==> src/rtl/fgr_pkg.sv <==
package fgr_pkg;
  localparam int unsigned DataW = 64;
  localparam int unsigned StatusW = 2;

  typedef enum logic [StatusW-1:0] {
    StOk       = 2'd0,
    StZero     = 2'd1,
    StOverflow = 2'd2
  } status_e;

  // Classification handed from front to back
  typedef struct packed {
    logic [DataW-1:0] num;
    logic [DataW-1:0] den;
    logic             both_zero;
  } job_t;

  typedef struct packed {
    logic [DataW-1:0] num;
    logic [DataW-1:0] den;
    status_e          status;
  } res_t;
endpackage

==> src/rtl/fgr_divider.sv <==
// Signed truncating divider, one quotient bit per cycle
module fgr_divider #(
  parameter int unsigned WIDTH = 64
) (
  input  logic             clk_i,
  input  logic             rst_ni,
  input  logic             start_i,
  input  logic [WIDTH-1:0] dividend_i,
  input  logic [WIDTH-1:0] divisor_i,
  output logic             done_o,
  output logic [WIDTH-1:0] quot_o,
  output logic [WIDTH-1:0] rem_o
);
  localparam int unsigned CntW = $clog2(WIDTH + 1);

  logic [WIDTH-1:0] rem_q, rem_d, quo_q, quo_d, dvs_q, dvs_d;
  logic             neg_q_q, neg_q_d, neg_r_q, neg_r_d, busy_q, busy_d, done_q, done_d;
  logic [CntW-1:0]  cnt_q, cnt_d;
  logic [WIDTH:0]   trial;
  logic [WIDTH-1:0] abs_a, abs_b;

  assign abs_a = dividend_i[WIDTH-1] ? (~dividend_i + 1'b1) : dividend_i;
  assign abs_b = divisor_i[WIDTH-1] ? (~divisor_i + 1'b1) : divisor_i;
  assign trial = {rem_q, quo_q[WIDTH-1]} - {1'b0, dvs_q};

  // Restoring shift-subtract step
  always_comb begin
    rem_d = rem_q; quo_d = quo_q; dvs_d = dvs_q; cnt_d = cnt_q;
    neg_q_d = neg_q_q; neg_r_d = neg_r_q; busy_d = busy_q; done_d = 1'b0;
    if (start_i) begin
      rem_d = '0; quo_d = abs_a; dvs_d = abs_b; cnt_d = CntW'(WIDTH);
      neg_q_d = dividend_i[WIDTH-1] ^ divisor_i[WIDTH-1];
      neg_r_d = dividend_i[WIDTH-1]; busy_d = 1'b1;
    end else if (busy_q) begin
      if (!trial[WIDTH]) begin
        rem_d = trial[WIDTH-1:0];
        quo_d = {quo_q[WIDTH-2:0], 1'b1};
      end else begin
        rem_d = {rem_q[WIDTH-2:0], quo_q[WIDTH-1]};
        quo_d = {quo_q[WIDTH-2:0], 1'b0};
      end
      cnt_d = cnt_q - 1'b1;
      if (cnt_q == CntW'(1)) begin
        busy_d = 1'b0; done_d = 1'b1;
      end
    end
  end

  always_ff @(posedge clk_i or negedge rst_ni) begin
    if (!rst_ni) begin
      busy_q <= 1'b0; done_q <= 1'b0; cnt_q <= '0;
    end else begin
      busy_q <= busy_d; done_q <= done_d; cnt_q <= cnt_d;
    end
  end

  always_ff @(posedge clk_i) begin
    rem_q <= rem_d; quo_q <= quo_d; dvs_q <= dvs_d;
    neg_q_q <= neg_q_d; neg_r_q <= neg_r_d;
  end

  assign done_o = done_q;
  assign quot_o = neg_q_q ? (~quo_q + 1'b1) : quo_q;
  assign rem_o  = neg_r_q ? (~rem_q + 1'b1) : rem_q;
endmodule

==> src/rtl/fgr_front.sv <==
// Input stage: sign-extends operands, flags the both-zero case, holds up to two jobs
module fgr_front #(
  parameter int unsigned WIDTH = 64
) (
  input  logic                clk_i,
  input  logic                rst_ni,
  input  logic                valid_i,
  output logic                ready_o,
  input  logic [2*fgr_pkg::DataW-1:0] data_i,
  output logic                job_valid_o,
  input  logic                job_ready_i,
  output fgr_pkg::job_t       job_o
);
  import fgr_pkg::*;

  localparam int unsigned Depth = 2;

  job_t            fifo_q [Depth];
  logic [1:0]      cnt_q;
  logic            wr_ptr_q, rd_ptr_q;
  logic            push, pop;
  logic [WIDTH-1:0] n_w, d_w;
  job_t            job_in;

  assign n_w = data_i[WIDTH-1:0];
  assign d_w = data_i[DataW+WIDTH-1:DataW];

  // Classify
  always_comb begin
    job_in.num = DataW'($signed(n_w));
    job_in.den = DataW'($signed(d_w));
    job_in.both_zero = (n_w == '0) && (d_w == '0);
  end

  assign ready_o     = (cnt_q != 2'(Depth));
  assign push        = valid_i && ready_o;
  assign job_valid_o = (cnt_q != 2'd0);
  assign pop         = job_valid_o && job_ready_i;
  assign job_o       = fifo_q[rd_ptr_q];

  // Short queue
  always_ff @(posedge clk_i or negedge rst_ni) begin
    if (!rst_ni) begin
      cnt_q <= '0; wr_ptr_q <= 1'b0; rd_ptr_q <= 1'b0;
    end else begin
      cnt_q <= cnt_q + {1'b0, push} - {1'b0, pop};
      if (push) wr_ptr_q <= ~wr_ptr_q;
      if (pop)  rd_ptr_q <= ~rd_ptr_q;
    end
  end

  always_ff @(posedge clk_i) begin
    if (push) fifo_q[wr_ptr_q] <= job_in;
  end
endmodule

==> src/rtl/fgr_back.sv <==
// Euclid sequencer over one shared divider, with output register
module fgr_back #(
  parameter int unsigned WIDTH = 64
) (
  input  logic          clk_i,
  input  logic          rst_ni,
  input  logic          job_valid_i,
  output logic          job_ready_o,
  input  fgr_pkg::job_t job_i,
  output logic          res_valid_o,
  input  logic          res_ready_i,
  output fgr_pkg::res_t res_o
);
  import fgr_pkg::*;

  typedef enum logic [5:0] {
    SIdle  = 6'b000001,
    SLoop  = 6'b000010,
    SRem   = 6'b000100,
    SDivN  = 6'b001000,
    SDivD  = 6'b010000,
    SOut   = 6'b100000
  } state_e;

  state_e           state_q, state_d;
  logic [WIDTH-1:0] a_q, a_d, b_q, b_d, num_q, num_d, den_q, den_d;
  logic [WIDTH-1:0] qn_q, qn_d;
  logic             wrap_q, wrap_d, start;
  logic [WIDTH-1:0] dvd, dvs, quot, rem;
  logic             done;
  logic             out_v_q, out_v_d;
  res_t             out_q, out_d;
  logic [WIDTH-1:0] min_v;

  assign min_v = {1'b1, {(WIDTH-1){1'b0}}};

  fgr_divider #(.WIDTH(WIDTH)) u_div (
    .clk_i, .rst_ni, .start_i(start), .dividend_i(dvd), .divisor_i(dvs),
    .done_o(done), .quot_o(quot), .rem_o(rem)
  );

  assign job_ready_o = (state_q == SIdle) && !out_v_q;

  // Sequencer
  always_comb begin
    state_d = state_q; a_d = a_q; b_d = b_q; num_d = num_q; den_d = den_q;
    qn_d = qn_q; wrap_d = wrap_q; start = 1'b0; dvd = b_q; dvs = a_q;
    out_v_d = out_v_q; out_d = out_q;
    if (out_v_q && res_ready_i) out_v_d = 1'b0;
    unique case (state_q)
      SIdle: begin
        if (job_valid_i && job_ready_o) begin
          num_d = job_i.num[WIDTH-1:0]; den_d = job_i.den[WIDTH-1:0];
          a_d = job_i.num[WIDTH-1:0]; b_d = job_i.den[WIDTH-1:0];
          wrap_d = 1'b0;
          if (job_i.both_zero) begin
            out_d.num = '0; out_d.den = '0; out_d.status = StZero;
            out_v_d = 1'b1;
          end else begin
            state_d = SLoop;
          end
        end
      end
      SLoop: begin
        if (a_q == '0) begin
          state_d = SDivN; start = 1'b1; dvd = num_q; dvs = b_q;
        end else begin
          state_d = SRem; start = 1'b1;
        end
      end
      SRem: begin
        if (done) begin
          a_d = (a_q == '1) ? '0 : rem; b_d = a_q; state_d = SLoop;
        end
      end
      SDivN: begin
        if (done) begin
          qn_d = quot;
          if (b_q == '1 && num_q == min_v) wrap_d = 1'b1;
          state_d = SDivD; start = 1'b1; dvd = den_q; dvs = b_q;
        end
      end
      SDivD: begin
        if (done) begin
          out_d.num = DataW'($signed(qn_q));
          out_d.den = DataW'($signed(quot));
          out_d.status = (wrap_q || (b_q == '1 && den_q == min_v)) ? StOverflow : StOk;
          state_d = SOut;
        end
      end
      SOut: begin
        if (!out_v_q) begin
          out_v_d = 1'b1; state_d = SIdle;
        end
      end
      default: state_d = SIdle;
    endcase
  end

  always_ff @(posedge clk_i or negedge rst_ni) begin
    if (!rst_ni) begin
      state_q <= SIdle; out_v_q <= 1'b0;
    end else begin
      state_q <= state_d; out_v_q <= out_v_d;
    end
  end

  always_ff @(posedge clk_i) begin
    a_q <= a_d; b_q <= b_d; num_q <= num_d; den_q <= den_d;
    qn_q <= qn_d; wrap_q <= wrap_d; out_q <= out_d;
  end

  assign res_valid_o = out_v_q;
  assign res_o       = out_q;
endmodule

==> src/rtl/fraction_gcd_reducer_top.sv <==
// Fraction reducer by signed Euclid divisor.
// Input channel s_axis: tdata carries numerator (bits 63:0) and denominator
// (bits 127:64), each read as a WIDTH-bit signed value in its low bits.
// Output channel m_axis: tdata carries numerator_out (63:0), denominator_out
// (127:64) and status (129:128), padded with zeros to 136 bits.
// Status: 0 ok, 1 both inputs zero, 2 quotient wrapped.
// Each Euclid step is one division in the shared bit-serial divider, and
// two final divisions follow. Both-zero inputs skip the divider.
// Throughput: one item at a time in the back end; a two-entry queue in the
// front takes further transfers meanwhile.
// Reset empties the queue and drops any result in flight.
// A stalled receiver holds the result in the output register; the back
// end then waits, and the input side stalls once the queue is full.
module fraction_gcd_reducer_top #(
  parameter int unsigned WIDTH = 64
) (
  input  logic         clk_i,
  input  logic         rst_ni,
  input  logic         s_axis_tvalid,
  output logic         s_axis_tready,
  input  logic [127:0] s_axis_tdata,  // numerator_in, denominator_in
  output logic         m_axis_tvalid,
  input  logic         m_axis_tready,
  output logic [135:0] m_axis_tdata   // numerator_out, denominator_out, status
);
  import fgr_pkg::*;

  logic  job_valid, job_ready;
  job_t  job;
  res_t  res;

  fgr_front #(.WIDTH(WIDTH)) u_front (
    .clk_i, .rst_ni, .valid_i(s_axis_tvalid), .ready_o(s_axis_tready),
    .data_i(s_axis_tdata), .job_valid_o(job_valid), .job_ready_i(job_ready),
    .job_o(job)
  );

  fgr_back #(.WIDTH(WIDTH)) u_back (
    .clk_i, .rst_ni, .job_valid_i(job_valid), .job_ready_o(job_ready),
    .job_i(job), .res_valid_o(m_axis_tvalid), .res_ready_i(m_axis_tready),
    .res_o(res)
  );

  assign m_axis_tdata = {6'b0, res.status, res.den, res.num};
endmodule

==> config.mk <==
export PLATFORM = sky130hd
export DESIGN_NAME = fraction_gcd_reducer_top
export DESIGN_NICKNAME = d
export VERILOG_FILES = /design/src/rtl/fgr_pkg.sv /design/src/rtl/fgr_divider.sv /design/src/rtl/fgr_front.sv /design/src/rtl/fgr_back.sv /design/src/rtl/fraction_gcd_reducer_top.sv
export SDC_FILE = /design/constraint.sdc
export NUM_CORES = 2
export LEC_CHECK = 0
export ABC_CLOCK_PERIOD_IN_PS = 19700
export BUFFER_PORTS_ARGS = -buffer_cell sky130_fd_sc_hd__buf_2
export CAP_MARGIN = 20
export CORE_UTILIZATION = 66
export CTS_CLUSTER_DIAMETER = 40
export CTS_CLUSTER_SIZE = 28
export DETAILED_ROUTE_END_ITERATION = 8
export GPL_TIMING_DRIVEN = 0
export PLACE_DENSITY = 0.94
export SETUP_SLACK_MARGIN = 0.02
export SYNTH_ARGS = -nofsm -noshare
export SYNTH_HDL_FRONTEND = slang
export SYNTH_SLANG_ARGS = --single-unit
==> constraint.sdc <==
create_clock -name clk_i -period 19.7 [get_ports clk_i]
set_input_delay 1.97 -clock clk_i [delete_from_list [all_inputs] [get_ports clk_i]]
set_output_delay 1.97 -clock clk_i [all_outputs]
set_load 0.03 [all_outputs]
* After elaboration in Yosys (flattened, before gate mapping)
Memories as Yosys holds them, arrays and structs flattened.
Index checks and enable logic that the tools add are counted.
** Operators by class
- Add/sub/neg operators :: 8
- Multipliers :: 0
- Divide/modulo/power cells :: 0
- $lt $le $gt $ge :: 0
- Eq/ne operators :: 20
- Shift-type cells :: 0
- Multiplexer cells :: 55
- Bitwise operators :: 7
- Reduce and logical (&&, ||, !) cells :: 23
** Operators with widths (number)
- $mux 64 :: 15
- $pmux 64 s2 :: 4
- $mux 130 :: 3
- $pmux 130 s2 :: 1
- $add 64x1->64 const B :: 4
- $eq 64x64->1 const B :: 4
- $not 64->64 :: 4
- $logic_not 64->1 :: 3
- $sub 65x64->65 :: 1
- $mux 63 :: 1
- $mux 6 :: 6
- $pmux 6 s6 :: 1
- $mux 1 :: 17
- $ne 2x2->1 const B :: 8
- $mux 7 :: 2
- $reduce_bool 2->1 :: 5
- $reduce_and 4->1 :: 2
- $eq 7x1->1 const B :: 1
- $logic_and 1x1->1 :: 7
- $sub 7x1->7 const B :: 1
- $eq 6x1->1 const B :: 1
- $eq 6x2->1 const B :: 1
- $eq 6x3->1 const B :: 1
- $eq 6x4->1 const B :: 1
- other kinds (15) :: 19
** Word-level totals
- Register bits after elaboration :: 665
- Bits in latches :: 0
- RAM bits :: 258
- Memory bits (read-only) :: 0
- Input port bits :: 132
- Output and inout port bits :: 138
- Word-level logic and storage cells :: 137
- Memories kept :: 1
** Memories
- u_front.fifo_q :: words 2, bits a word 129, rd ports 1, clocked after Yosys merged registers in 0, write ports 1, line fgr_front.sv:18 : job_t fifo_q [Depth];

* Longest topological paths before layout
- Word-level depth :: 7
- Gate-level depth with buffers :: 26
- Depth with buffers taken out :: 19

* Hierarchy
From an unflattened synthesis, not the netlist that was laid out.
** Second synthesis, totals
- Cell total of the unflattened synthesis :: 3708
- Area total of the unflattened synthesis :: 45894.0 sq um
** By module, submodules not included
- fgr_back :: times used 1, cells each 1141, area an instance 19000.7 sq um, sequential area each 13719.4 sq um
- fgr_divider :: times used 1, cells each 2099, area an instance 17107.7 sq um, sequential area each 5410.2 sq um
- fgr_front :: times used 1, cells each 461, area an instance 9736.8 sq um, sequential area each 7847.5 sq um
- fraction_gcd_reducer_top :: times used 1, cells each 7, area an instance 48.8 sq um, sequential area each 0.0 sq um

* Worst setup path before layout
Ideal clock, no wire load.
- Path kind :: register -> register
- From :: reg u_back.state_q[0]
- To :: reg u_back.out_q, in the netlist u_back.res_o[0], enable pin
- Setup time :: 799 ps
- Arrival :: 10234 ps
- Required time :: 18901 ps
- Slack :: 8667 ps
- Cell stages (with the launch flop) :: 5
- Path buffers :: 0
- Period minus slack after synthesis :: 11033 ps
- Path through :: dfstp_2 > nor4b_1 > nand2_1 > nand2b_1 > o21ai_0
** Between the ends
- Cells in the longest elaborated chain, start to end :: 5
- Elaborated cells on any way between the ends :: 9
- Those cells by class :: eq/ne: 5; reduce/logical: 4
** RTL lines
- from (decl) :: line fgr_back.sv:25 : state_e state_q, state_d;
- from (signal assigned) :: line fgr_back.sv:104 : state_q <= state_d; out_v_q <= out_v_d;
- $eq 6x1->1 :: line fgr_back.sv:42, fgr_back.sv:50
- $logic_and 1x1->1 :: line fgr_back.sv:42 : assign job_ready_o = (state_q == SIdle) && !out_v_q;
- $logic_and 1x1->1 :: line fgr_back.sv:52 : if (job_valid_i && job_ready_o) begin
- $ne 2x2->1 (no line)
- $reduce_and 4->1 (no line) (*)
- to (signal assigned) :: line fgr_back.sv:110 : qn_q <= qn_d; wrap_q <= wrap_d; out_q <= out_d;
- to (decl) :: line fgr_back.sv:32 : res_t out_q, out_d;
Mark *: on every way between the ends. The rest lies on a longest branch, timed or not.
A chain may end at the register's enable or synchronous reset.

* Worst setup path after layout
- From :: reg u_back.a_q[11]
- To :: reg u_back.u_div.dvs_q[54] (data pin)
** Between the ends
- Cells in the longest elaborated chain, start to end :: 6
- Elaborated cells on any way between the ends :: 7
- Those cells by class :: add/sub: 1; mux: 4; bitwise: 1; reduce/logical: 1
** RTL lines
- from (decl) :: line fgr_back.sv:26 : logic [WIDTH-1:0] a_q, a_d, b_q, b_d, num_q, num_d, den_q, den_d;
- from (signal assigned) :: line fgr_back.sv:109 : a_q <= a_d; b_q <= b_d; num_q <= num_d; den_q <= den_d;
- $logic_not 64->1 :: line fgr_back.sv:65 : if (a_q == '0) begin
- $mux 64 :: line fgr_back.sv:65
- $pmux 64 s2 :: line fgr_back.sv:50 : unique case (state_q)
- named net u_back.dvs[0] :: line fgr_back.sv:29 : logic [WIDTH-1:0] dvd, dvs, quot, rem;
- $not 64->64 :: line fgr_divider.sv:23 : assign abs_b = divisor_i[WIDTH-1] ? (~divisor_i + 1'b1) : divisor_i;
- $add 64x1->64 :: line fgr_divider.sv:23
- $mux 63 :: line fgr_divider.sv:23
- named net u_back.u_div.abs_b[54] :: line fgr_divider.sv:20 : logic [WIDTH-1:0] abs_a, abs_b;
- to (signal assigned) :: line fgr_divider.sv:58 : rem_q <= rem_d; quo_q <= quo_d; dvs_q <= dvs_d;
- to (decl) :: line fgr_divider.sv:16 : logic [WIDTH-1:0] rem_q, rem_d, quo_q, quo_d, dvs_q, dvs_d;
The timed path passes the listed nets, and every way through them passes these cells.

==> summary.txt <==
Hold path
  – Hold depth: 1
  – Hold path endpoint: u_back.res_o[121]$_SDFFCE_PN0P_
  – Min-Delay Path Class: flop to flop
  – Min-delay src: u_back.qn_q[55]$_DFFE_PP_

Finish
  – P&R area growth vs syn: 14.84%
  – Final #Nets: 4643
  – Layout cell share with drive strength beyond 1: 16.42%
  – Final design utilization: between 70% and 80%
  – Most common cell after layout, fill and taps aside: edfxtp_1
  – Layout Cell Area excl Fill: 53540 sq um
  – Most frequent cells in the layout: edfxtp_1 (839), nand2_1 (353), o21ai_0 (301), buf_2 (278), a21oi_1 (258)

Clocking
  – Clk slew on worst S/H paths: about 0.070 ns
  – TritonCTS Buffers: between 100 and 150
  – CTS tree: done
  – Post-CTS setup buffer count: 0
  – H-tree lvl count: 3
  – Clock sinks: 923
  – Resized cells post-CTS: 0
  – CTS max path bufs: 3
  – Hold_buf cts: 0
  – CTS root buffer: clkbuf_16
  – Clk_lat worst skew: 0.74 ns

Timing
  – TNS Setup: 0 ns
  – RSZ-0062 raised after global routing: no
  – Final Hold Vio Count: 0
  – Slew HR: -6.124%
  – Minimum clock period: 9.454 ns
  – Max Fclk: between 100 and 150 MHz
  – Worst-Margin Slew: 1.592 ns
  – Post-route clock skew: 0.04721 ns
  – Period Utilization, post-route: 47.99%
  – Max-slew violations: 6
  – Setup-failing EPs final: 0

Floorplanning
  – Die footprint: ~72000 sq um
  – Die Span X: 267.8 microns
  – Die H: 267.8 microns
  – Row count: 97
  – Core footprint: between 60000 and 70000 sq um
  – Top Ports: 270
  – Initial core utilization: 66.69%

Run status
  – Failing checks: design-rule violations, max-slew violations
  – Status: complete, but fails checks

Run
  – Max-Cap Viols: 0

Placement
  – PortBufs: 263
  – GPL Wtd Cong: 1.115
  – DP Wirelength: around 130000 microns
  – Placed inst area: 49560 sq um

Worst setup path
  – CP cell instances: nor4_1 -> nand4_1 -> nor4_2 -> a21oi_1 -> nor2_1 -> clkbuf_1 -> clkbuf_1 -> clkbuf_1 -> buf_1 -> nand3_1 -> nand2_1 -> inv_1 -> ha_1 -> nand2_1 -> nor2_1 -> nand2_1 -> nor4_1 -> a21oi_1 -> a211oi_1 -> nand2b_1 -> nor2_1 -> a31oi_1 -> xnor2_1
  – Crit-path slowest cell: nor2_1
  – Reg2Reg Setup Slack: 10.25 ns
  – CP top delay family: simple AND/OR/NAND/NOR gates
  – Critical Path Start Type: flop
  – Setup CP Type: flop to flop
  – Crit path max fanout: 10
  – Slowest cell delay on critical path: between 1 and 1.5 ns
  – Worst flop-to-flop path startpoint: u_back.a_q[11]$_DFFE_PP_
  – Worst reg2reg endpoint: u_back.u_div.dvs_q[54]$_DFFE_PP_
  – Reg2reg path depth: 23
  – WP data required: 20.15 ns
  – Kind of end point of the critical path: flop
  – CP bufs+invs: 5
  – Arrival time at the worst endpoint: 9.90 ns

Synth
  – Post-synth cell types: 81
  – Sequential area share after synthesis: between 50 and 60%
  – Average cell area after synthesis: roughly 12 sq um
  – Post-Synthesis Cells: 4033
  – Post-synth EDFFs: 839
  – Synth Warn #: 0
  – FFs w/ async S/R, synth: 2.167%
  – Top FF cell, synth: edfxtp_1
  – Post-Synthesis Cell Area: 46620 sq um
  – Flops & latches, synth: 923

Detailed routing
  – Initial DRC count: between 6000 and 7000
  – Detailed Routing Iterations Pass 1: 9
  – DR WL/cell: 32.80 microns
  – # DRC: 5
  – Drt total wl: ~180000 microns
  – Vias per cell: slightly above 7
  – Detail Route Antenna Nets: 0
  – DR vias: 39860

Global routing
  – Largest net degree at the start of global routing: 103
  – Gr usage total: 49.82%
  – Gr ovfl total: 0
  – Initial antenna violation count: 14
  – Vias in the first global route: 37430
  – Global-route wire length before repair: between 200000 and 300000 microns

Pwr
  – Pleak: 19.53 nW
  – Pwr dens: 201.7 nW/um^2
  – VDD IR-drop max: 0.1563 mV
[layer usage]
layer	share of wire [%]	wire, microns	track usage (%)
met3	13	23580	14.76
met5	0.038	69	0
met2	44	79330	75.48
met4	10	18040	40.23
met1	33	59090	59.42
[stage by stage]
stage / total power [mW] / setup slack [ns] / instances / hold slack, ns
global route: 11.02 / 10.39 / 5480 / 0.5221
finish: 10.80 / 10.25 / 5492 / 0.5161
detailed placement: 8.257 / 11.12 / 5259 / 0.5014
CTS: 10.43 / 11.08 / 5469 / 0.5173
floorplan: 6.489 / 8.667 / 4038 / 0.4608
global placement: 8.212 / 5.779 / 5241 / 0.4738
[worst max path at each step]
stage                                             start                          endpoint  slack (ns)  cells past startpoint
after floorplan           u_back.state_q[0]$_DFFE_PN1P_     u_back.res_o[0]$_SDFFCE_PN1P_        8.67                      4
after global placement    u_back.state_q[0]$_DFFE_PN1P_    u_back.res_o[31]$_SDFFCE_PN0P_        5.78                      4
after detailed placement       u_back.a_q[11]$_DFFE_PP_  u_back.u_div.dvs_q[54]$_DFFE_PP_       11.12                     23
after CTS                      u_back.a_q[11]$_DFFE_PP_  u_back.u_div.dvs_q[54]$_DFFE_PP_       11.08                     23
after global routing           u_back.a_q[11]$_DFFE_PP_  u_back.u_div.dvs_q[54]$_DFFE_PP_       10.39                     23
final                          u_back.a_q[11]$_DFFE_PP_  u_back.u_div.dvs_q[54]$_DFFE_PP_       10.25                     23
[flip-flops by register name (all words and copies together), names as in the netlist, 2 cells and up]
name,flops
u_back.qn_q,64
u_back.res_o,130
u_back.a_q,64
u_back.b_q,64
u_back.u_div.rem_q,64
u_back.state_q,6
u_front.fifo_q,258
u_back.u_div.dvs_q,64
u_back.u_div.cnt_q,7
u_back.den_q,64
u_front.cnt_q,2
u_back.u_div.quo_q,64
u_back.num_q,64
[worst register-to-register path: stages (launching register included)]
cell and delay, ns:
edfxtp_1 0.55, nor4_1 0.83, nand4_1 0.57, nor4_2 1.09, a21oi_1 0.59, nor2_1 1.11, clkbuf_1 0.58, clkbuf_1 0.58
clkbuf_1 0.65, buf_1 0.49, nand3_1 0.16, nand2_1 0.18, inv_1 0.06, ha_1 0.35, nand2_1 0.18, nor2_1 0.10
nand2_1 0.11, nor4_1 0.06, a21oi_1 0.22, a211oi_1 0.12, nand2b_1 0.14, nor2_1 0.11, a31oi_1 0.22, xnor2_1 0.13
[layout make-up]
type	count	area (sq um)
fillers	4234	16370
clock buffers	123	2883
plain buffers	213	860.8
diodes	16	40.04
multi-input cells	2789	18420
repair buffers	288	1748
clock inverters	87	1003
flip-flops and latches	923	26980
well taps	940	1176
inverters	113	429.2
[Yosys cell counts (all sizes together), types with 24 or more instances]
| master | count | area share [%] |
|---|---|---|
| edfxtp | 839 | 54 |
| nand2 | 355 | 2.9 |
| o21ai | 323 | 3.5 |
| a21oi | 258 | 2.8 |
| mux2 | 194 | 4.7 |
| clkbuf | 176 | 1.4 |
| nor2 | 165 | 1.3 |
| xnor2 | 152 | 2.9 |
| xor2 | 150 | 2.8 |
| and2 | 141 | 1.9 |
| nor4 | 117 | 1.7 |
| inv | 112 | 0.90 |
| nor3 | 84 | 0.90 |
| nand4 | 82 | 1.1 |
| ha | 72 | 1.9 |
| and3 | 70 | 0.94 |
| dfxtp | 64 | 2.7 |
| nand3 | 63 | 0.68 |
| o31ai | 51 | 0.82 |
| a31oi | 48 | 0.64 |
| or4 | 42 | 0.70 |
| buf | 37 | 0.42 |
| or3 | 34 | 0.46 |
| a21o | 33 | 0.53 |
| a222oi | 33 | 0.71 |
| mux2i | 27 | 0.58 |
| nand2b | 24 | 0.32 |
[power breakdown]
group	total, mW	switching [mW]	internal, mW
Clock	2.13	0.953	1.17
Combinational	4.73	3.23	1.50
Sequential	3.94	0.804	3.14
[kinds of logic (layout without fill, tap and decap cells)]
| group | count (synthesis) | in the layout | synth area share (%) |
|---|---|---|---|
| and+or+nand+nor | 1239 | 1239 | 13.91 |
| buffers and inverters | 326 | 824 | 2.743 |
| AOI/OAI and AO/OA | 948 | 948 | 12.56 |
| DFF | 923 | 923 | 57.86 |
| other | 1 | 22 | 0.008044 |
| muxes | 221 | 221 | 5.266 |
| adders and majority gates | 73 | 73 | 1.975 |
| xor gates and xnor gates | 302 | 302 | 5.673 |
(Power assumes the default switching activity.)
